[src/rtl/jhdp_pkg.sv]
// types and constants shared by the jpeg header dimension parser
package jhdp_pkg;

  // parse phases, one-hot
  typedef enum logic [19:0] {
    PH_IDLE    = 20'h00001,
    PH_SOI2    = 20'h00002,
    PH_SCAN    = 20'h00004,
    PH_GOTFF   = 20'h00008,
    PH_ALEN_HI = 20'h00010,
    PH_ALEN_LO = 20'h00020,
    PH_A_J     = 20'h00040,
    PH_A_F     = 20'h00080,
    PH_A_I     = 20'h00100,
    PH_A_F2    = 20'h00200,
    PH_A_Z     = 20'h00400,
    PH_A_SKIP  = 20'h00800,
    PH_SLEN_HI = 20'h01000,
    PH_SLEN_LO = 20'h02000,
    PH_S_PREC  = 20'h04000,
    PH_S_H_HI  = 20'h08000,
    PH_S_H_LO  = 20'h10000,
    PH_S_W_HI  = 20'h20000,
    PH_S_W_LO  = 20'h40000,
    PH_DONE    = 20'h80000
  } phase_t;

  // result status codes
  localparam logic [1:0] ST_OK   = 2'd0;
  localparam logic [1:0] ST_ERR  = 2'd1;
  localparam logic [1:0] ST_END  = 2'd2;
  localparam logic [1:0] ST_ZERO = 2'd3;

  // marker and identifier bytes
  localparam logic [7:0] MK_FF   = 8'hFF;
  localparam logic [7:0] MK_SOI  = 8'hD8;
  localparam logic [7:0] MK_APP0 = 8'hE0;
  localparam logic [7:0] MK_SOF0 = 8'hC0;
  localparam logic [7:0] MK_STUF = 8'h00;
  localparam logic [7:0] CH_J    = 8'h4A;
  localparam logic [7:0] CH_F    = 8'h46;
  localparam logic [7:0] CH_I    = 8'h49;
  localparam logic [7:0] CH_NUL  = 8'h00;

  // segment length limits and app0 header bytes already consumed
  localparam logic [15:0] APP0_MIN_LEN = 16'd8;
  localparam logic [15:0] SOF0_MIN_LEN = 16'd11;
  localparam logic [15:0] APP0_HDR_CNT = 16'd7;

  // one result beat
  typedef struct packed {
    logic [1:0]  status;
    logic [15:0] width;
    logic [15:0] height;
  } result_t;

endpackage

[src/rtl/jhdp_fsm.sv]
// byte-wise marker scan state machine with segment counters
module jhdp_fsm (
  input  logic              clk,
  input  logic              rst,
  input  logic              step,
  input  logic [7:0]        data_byte,
  input  logic              first_byte,
  input  logic              last_byte,
  output logic              emit,
  output jhdp_pkg::result_t res
);
  import jhdp_pkg::*;

  phase_t      phase, phase_next, nxt;
  logic [15:0] seg_len, seg_len_next;
  logic [15:0] seg_cnt, seg_cnt_next;
  logic [15:0] hgt, hgt_next;
  logic [15:0] wid, wid_next;
  logic        err, tail;

  always_comb begin
    seg_len_next = seg_len;
    seg_cnt_next = seg_cnt;
    hgt_next     = hgt;
    wid_next     = wid;
    nxt          = phase;
    err          = 1'b0;
    tail         = 1'b1;
    emit         = 1'b0;
    res          = '0;
    if (first_byte) begin
      seg_len_next = '0;
      seg_cnt_next = '0;
      hgt_next     = '0;
      wid_next     = '0;
      if (data_byte == MK_FF) nxt = PH_SOI2;
      else err = 1'b1;
    end else begin
      unique case (phase)
        PH_SOI2: begin
          if (data_byte == MK_SOI) nxt = PH_SCAN;
          else err = 1'b1;
        end
        PH_SCAN: begin
          nxt = (data_byte == MK_FF) ? PH_GOTFF : PH_SCAN;
        end
        PH_GOTFF: begin
          priority if (data_byte == MK_FF) nxt = PH_GOTFF;
          else if (data_byte == MK_STUF) nxt = PH_SCAN;
          else if (data_byte == MK_APP0) nxt = PH_ALEN_HI;
          else if (data_byte == MK_SOF0) nxt = PH_SLEN_HI;
          else nxt = PH_SCAN;
        end
        PH_ALEN_HI: begin
          seg_len_next = {data_byte, 8'h00};
          nxt = PH_ALEN_LO;
        end
        PH_SLEN_HI: begin
          seg_len_next = {data_byte, 8'h00};
          nxt = PH_SLEN_LO;
        end
        PH_ALEN_LO: begin
          seg_len_next = {seg_len[15:8], data_byte};
          if (seg_len_next < APP0_MIN_LEN) err = 1'b1;
          else nxt = PH_A_J;
        end
        PH_A_J: begin
          if (data_byte == CH_J) nxt = PH_A_F;
          else err = 1'b1;
        end
        PH_A_F: begin
          if (data_byte == CH_F) nxt = PH_A_I;
          else err = 1'b1;
        end
        PH_A_I: begin
          if (data_byte == CH_I) nxt = PH_A_F2;
          else err = 1'b1;
        end
        PH_A_F2: begin
          if (data_byte == CH_F) nxt = PH_A_Z;
          else err = 1'b1;
        end
        PH_A_Z: begin
          seg_cnt_next = APP0_HDR_CNT;
          if (data_byte == CH_NUL) nxt = PH_A_SKIP;
          else err = 1'b1;
        end
        PH_A_SKIP: begin
          seg_cnt_next = seg_cnt + 16'd1;
          nxt = (seg_cnt_next >= seg_len) ? PH_SCAN : PH_A_SKIP;
        end
        PH_SLEN_LO: begin
          seg_len_next = {seg_len[15:8], data_byte};
          if (seg_len_next < SOF0_MIN_LEN) err = 1'b1;
          else nxt = PH_S_PREC;
        end
        PH_S_PREC: begin
          nxt = PH_S_H_HI;
        end
        PH_S_H_HI: begin
          hgt_next = {data_byte, 8'h00};
          nxt = PH_S_H_LO;
        end
        PH_S_H_LO: begin
          hgt_next = {hgt[15:8], data_byte};
          nxt = PH_S_W_HI;
        end
        PH_S_W_HI: begin
          wid_next = {data_byte, 8'h00};
          nxt = PH_S_W_LO;
        end
        PH_S_W_LO: begin
          wid_next   = {wid[15:8], data_byte};
          tail       = 1'b0;
          emit       = 1'b1;
          res.status = (wid_next == 16'd0 || hgt == 16'd0) ? ST_ZERO : ST_OK;
          res.width  = wid_next;
          res.height = hgt;
          nxt        = PH_DONE;
        end
        default: begin
          // idle or done: byte ignored
          tail = 1'b0;
        end
      endcase
    end
    // error wins over end of buffer
    if (tail) begin
      if (err) begin
        emit       = 1'b1;
        res.status = ST_ERR;
        nxt        = PH_DONE;
      end else if (last_byte) begin
        emit       = 1'b1;
        res.status = ST_END;
        nxt        = PH_DONE;
      end
    end
    phase_next = nxt;
  end

  always_ff @(posedge clk) begin
    if (rst) begin
      phase   <= PH_IDLE;
      seg_len <= '0;
      seg_cnt <= '0;
      hgt     <= '0;
      wid     <= '0;
    end else if (step) begin
      phase   <= phase_next;
      seg_len <= seg_len_next;
      seg_cnt <= seg_cnt_next;
      hgt     <= hgt_next;
      wid     <= wid_next;
    end
  end

endmodule

[src/rtl/jpeg_header_dimension_parser.sv]
// top level of the jpeg header dimension parser with result skid stage
//
// channel  direction  handshake                  payload
// data     in         data_valid / data_ready    data_byte, first_byte, last_byte
// result   out        result_valid / result_ready status, image_width, image_height
//
// one byte per cycle while the skid slot is empty; the phase and segment registers close the loops
// with the output register free, a result appears there the cycle after its byte
// synchronous active-high reset returns to idle, waiting for a first byte
// a stalled result is held while later bytes keep flowing; a second result
// goes to a skid register, and only then does data_ready drop
module jpeg_header_dimension_parser (
  input  logic        clk,
  input  logic        rst,
  input  logic        data_valid,
  output logic        data_ready,
  input  logic [7:0]  data_byte,
  input  logic        first_byte,
  input  logic        last_byte,
  output logic        result_valid,
  input  logic        result_ready,
  output logic [1:0]  status,
  output logic [15:0] image_width,
  output logic [15:0] image_height
);
  import jhdp_pkg::*;

  logic    accept;
  logic    emit;
  result_t res;
  result_t out_res;
  logic    skid_valid;
  result_t skid_res;
  logic    out_free;

  // input beat taken whenever the skid slot is empty
  assign data_ready = !skid_valid;
  assign accept     = data_valid && data_ready;
  assign out_free   = !result_valid || result_ready;

  jhdp_fsm u_fsm (
    .clk        (clk),
    .rst        (rst),
    .step       (accept),
    .data_byte  (data_byte),
    .first_byte (first_byte),
    .last_byte  (last_byte),
    .emit       (emit),
    .res        (res)
  );

  // output register plus skid register
  always_ff @(posedge clk) begin
    if (rst) begin
      result_valid <= 1'b0;
      skid_valid   <= 1'b0;
    end else if (out_free) begin
      if (skid_valid) begin
        // skid drains first; no input was taken this cycle
        result_valid <= 1'b1;
        skid_valid   <= 1'b0;
      end else begin
        result_valid <= accept && emit;
      end
    end else if (accept && emit) begin
      skid_valid <= 1'b1;
    end
  end

  always_ff @(posedge clk) begin
    if (out_free) begin
      if (skid_valid) out_res <= skid_res;
      else out_res <= res;
    end
    if (!out_free && accept && emit) skid_res <= res;
  end

  assign status       = out_res.status;
  assign image_width  = out_res.width;
  assign image_height = out_res.height;

  // skid only fills behind a held output
  a_skid_behind_out : assert property (@(posedge clk) disable iff (rst)
    skid_valid |-> result_valid)
    else $error("skid holds a result while output is empty");

  // after a produced result, the output is valid the next cycle
  a_emit_visible : assert property (@(posedge clk) disable iff (rst)
    (accept && emit) |=> result_valid)
    else $error("result lost after emit");

  // ok never carries a zero dimension
  a_ok_nonzero : assert property (@(posedge clk) disable iff (rst)
    (result_valid && status == ST_OK) |-> (image_width != 16'd0 && image_height != 16'd0))
    else $error("ok status with zero dimension");

  // error and end results carry zero fields
  a_fail_zero : assert property (@(posedge clk) disable iff (rst)
    (result_valid && (status == ST_ERR || status == ST_END))
      |-> (image_width == 16'd0 && image_height == 16'd0))
    else $error("failure result with nonzero dimensions");

endmodule
[config.mk]
export PLATFORM = sky130hd
export DESIGN_NAME = jpeg_header_dimension_parser
export DESIGN_NICKNAME = d
export VERILOG_FILES = /design/src/rtl/jhdp_pkg.sv /design/src/rtl/jhdp_fsm.sv /design/src/rtl/jpeg_header_dimension_parser.sv
export SDC_FILE = /design/constraint.sdc
export NUM_CORES = 1
export LEC_CHECK = 0
export BUFFER_PORTS_ARGS = -buffer_cell sky130_fd_sc_hd__buf_4
export CELL_PAD_IN_SITES_DETAIL_PLACEMENT = 0
export CELL_PAD_IN_SITES_GLOBAL_PLACEMENT = 1
export CORE_UTILIZATION = 28
export CTS_BUF_LIST = sky130_fd_sc_hd__clkbuf_4
export CTS_CLUSTER_DIAMETER = 60
export CTS_CLUSTER_SIZE = 16
export DETAILED_ROUTE_END_ITERATION = 8
export HOLD_SLACK_MARGIN = 0.08
export PLACE_DENSITY_LB_ADDON = 0.1
export SLEW_MARGIN = 20
export SYNTH_ARGS = -nofsm -noshare
export SYNTH_HDL_FRONTEND = slang
export SYNTH_SLANG_ARGS = --single-unit
export TNS_END_PERCENT = 1
[constraint.sdc]
create_clock -name clk -period 10.8 [get_ports clk]
set_clock_uncertainty 0.2 [all_clocks]
set_input_delay 1.08 -clock clk [delete_from_list [all_inputs] [get_ports clk]]
set_output_delay 1.08 -clock clk [all_outputs]
set_load 0.1 [all_outputs]
==> impl_metrics.csv <==
group,metric,value,unit
outcome,status,"finished clean",
drt,firstDrtPassIters,5,
pwr,vdd_drop_max,62.13,uV
worst_setup_path,crit_path_max_incr_delay,0.75,ns
worst_hold_path,min_to,"u_fsm.phase[0]$_SDFFE_PP1P_",
worst_hold_path,hp-start,"u_fsm.phase[0]$_SDFFE_PP1P_",
finish,nets,792,
drt,vias,5590,
worst_hold_path,worstHoldPathCells,2,
cts,htreeDepth,4,
worst_setup_path,reg2reg_slack,6.46,ns
drt,drt_wl_total,19820,um
place,gp_congestion,0.8325,
timing,slew_viol_final,0,
place,portBuffers,49,
synthesis,synth_seq_area_share,0.4958,
drt,via_per_inst,5.059,
timing,clock.fmax,230.4,MHz
grt,antenna_found_initial,1,
timing,fin_crit,4.341,ns
cts,root_buffer,"clkbuf_4",
worst_setup_path,end_kind,"register",
cts,holdBufCountCts,0,
worst_setup_path,crit_fanout,34,
cts,clk_path_buf_depth,2,
synthesis,synth_nets,749,
finish,fillerInstances,2619,
synthesis,synthArstFlopShare,0,
grt,grtUsageTotal,0.1536,
cts,clk_latency,0.57,ns
timing,hold_viol,0,
place,dp.final_hpwl,14320,um
worst_setup_path,reg2reg_depth,9,
cts,cts_tree,"yes",
worst_hold_path,hp-class,"reg2reg",
cts,cts-resized-gates,0,
timing,rsz0062_at_grt,"no",
timing,maxSlewHeadroom,0.3005,
floorplan,start_util,0.2870,
drt,route.detailed.drc,0,
grt,overflow,0,
worst_setup_path,setup.worst_path.class,"reg2reg",
grt,grt_pass1_vias,5427,
drt,dr.first_iter.drc_count,337,
pwr,cellLeakagePower,3.139,nW
cts,clk_pin_slew,0.16,ns
cts,post_cts_buffers,0,
synthesis,synth_edf_count,68,
pwr,powerDensity,135.4,nW/um2
worst_setup_path,r2r-start,"u_fsm.phase[2]$_SDFFE_PP0P_",
finish,post-route-util,0.3264,
flow_run,cap_viol_max_count,0,
floorplan,dieHeight,163.1,um
worst_setup_path,critPathMostFrequentCell,"or4_4",
drt,drt-wirelength-per-cell,17.93,um
cts,numCtsBuffers,17,
synthesis,yosys_most_used_dff,"dfxtp_1",
synthesis,synth_area,7268,um2
timing,tightest_slew,1.040,ns
floorplan,std_cell_rows,58,
timing,fin_crit_sh,0.4019,
worst_setup_path,cp-start-kind,"register",
synthesis,yosys_warnings,0,
synthesis,avgSynthCellArea,10.12,um2
finish,drive_above_1_share,0.1873,
worst_setup_path,slowest_stage,"nor2_1",
grt,grt_pass1_wl,30780,um
timing,setup_violations,0,
synthesis,synthCells,718,
floorplan,die_area,26610,um2
drt,postRouteAntennaNets,0,
finish,mostFrequentLayoutCell,"nor2_1",
synthesis,synthDistinctLibCells,67,
floorplan,core,25330,um2
floorplan,io_pins,50,
worst_setup_path,worstPathArrival,4.35,ns
grt,grt_max_degree,64,
worst_setup_path,path_cells,"or4_4, or4_4, nor2_1, a41o_1, nor4_4, a2bb2oi_4, o21ai_2, a211oi_4, buf_4",
worst_setup_path,reg2reg_to,"skid_res[19]$_DFFE_PP_",
cts,clock-sinks,146,
finish,final_cell_mix,"103 x nor2_1, 78 x dfxtp_1, 68 x edfxtp_1",
synthesis,ys_ff_latch,146,
floorplan,die_w,163.1,um
worst_setup_path,critPathRequiredTime,10.80,ns
finish,syn2layout_area_growth,13.72,%
timing,fin_tns_setup,0,ns
==> power by group <==
part           switching, mW  total, mW  internal, mW
clock network          0.239      0.365         0.126
logic                  0.110      0.153        0.0426
registers             0.0126      0.601         0.589
total                  0.362       1.12         0.758
==> flip-flops by register name, summed over array words and instances (netlist names) <==
name / flops
u_fsm.hgt: 16
u_fsm.phase: 20
result_valid: 1
u_fsm.seg_cnt: 16
image_width: 16
u_fsm.wid: 8
skid_valid: 1
skid_res: 34
image_height: 16
status: 2
u_fsm.seg_len: 16
==> worst max path at each step <==
stage | from | endpoint | cells past startpoint
global placement | data_byte[7] | skid_res[8]$_DFFE_PP_ | 9
floorplan | data_byte[7] | skid_res[0]$_DFFE_PP_ | 7
CTS | u_fsm.phase[2]$_SDFFE_PP0P_ | skid_res[19]$_DFFE_PP_ | 9
detailed placement | data_byte[7] | skid_res[0]$_DFFE_PP_ | 9
finish | u_fsm.phase[2]$_SDFFE_PP0P_ | skid_res[19]$_DFFE_PP_ | 9
global route | u_fsm.phase[2]$_SDFFE_PP0P_ | skid_res[19]$_DFFE_PP_ | 9
==> kinds of logic after synthesis <==
group | after synthesis | synth area share
simple gates | 299 | 0.2183
compound gates | 151 | 0.1522
flops | 146 | 0.4958
buf+inv | 54 | 0.03167
mux | 33 | 0.05113
xor+xnor | 18 | 0.02169
fa+ha+maj | 17 | 0.02926
==> cells in the mapped netlist (9+ instances only) <==
library cell,number,share of area
nor2_1,103,0.053
dfxtp_1,78,0.21
edfxtp_1,68,0.28
nand2_1,43,0.022
a22oi_1,39,0.040
mux2_2,33,0.051
a21oi_1,28,0.019
and2_1,25,0.022
clkbuf_1,24,0.012
inv_1,23,0.012
o21ai_0,20,0.014
nor4_1,18,0.015
ha_1,17,0.029
nand2b_1,15,0.013
nor3_1,13,0.0090
nand3_1,12,0.0083
xor2_1,11,0.013
o2bb2ai_1,10,0.012
nor2b_1,9,0.0077
o31ai_1,9,0.0093
==> through the flow <==
step | setup WS [ns] | cells | total power, mW | hold slack (ns) | instance area, um2
after floorplan | 5.960 | 718 | 0.7238 | 0.2654 | 7268
after global placement | 6.498 | 1072 | 0.7675 | 0.2864 | 7960
after detailed placement | 6.310 | 1072 | 0.7675 | 0.2942 | 7960
after CTS | 6.443 | 1104 | 1.135 | 0.3178 | 8263
after global routing | 6.236 | 1105 | 1.171 | 0.3550 | 8265
final | 6.459 | 1105 | 1.119 | 0.3187 | 8265
==> final cells by class <==
type,count,area [um2],area share
Antenna cell,1,2.502,0.0003028
Clock buffer,17,127.6,0.01544
Clock inverter,15,175.2,0.02119
Inverter,23,86.33,0.01045
Multi-Input combinational cell,518,3445,0.4167
Sequential cell,146,3603,0.4360
Tap cell,330,412.9,0.04995
Timing Repair Buffer,55,412.9,0.04995
==> routing by layer <==
layer  track usage  up-vias  share of wire
li1              -     2753              -
met1        0.1988     2691           0.46
met5             0        -              0
met3       0.03454       23          0.043
met2        0.2544      123           0.48
met4       0.04503        0          0.014
==> worst max-delay path, delay by kind of cell, from the launching register on <==
family	cells	cell delay (ns)
AO/OA/AOI/OAI	4	0.91
buffers and inverters	1	0.43
AND/OR/NAND/NOR	4	1.95
flip-flops	1	0.44
Power figures use the tool's default switching activity.
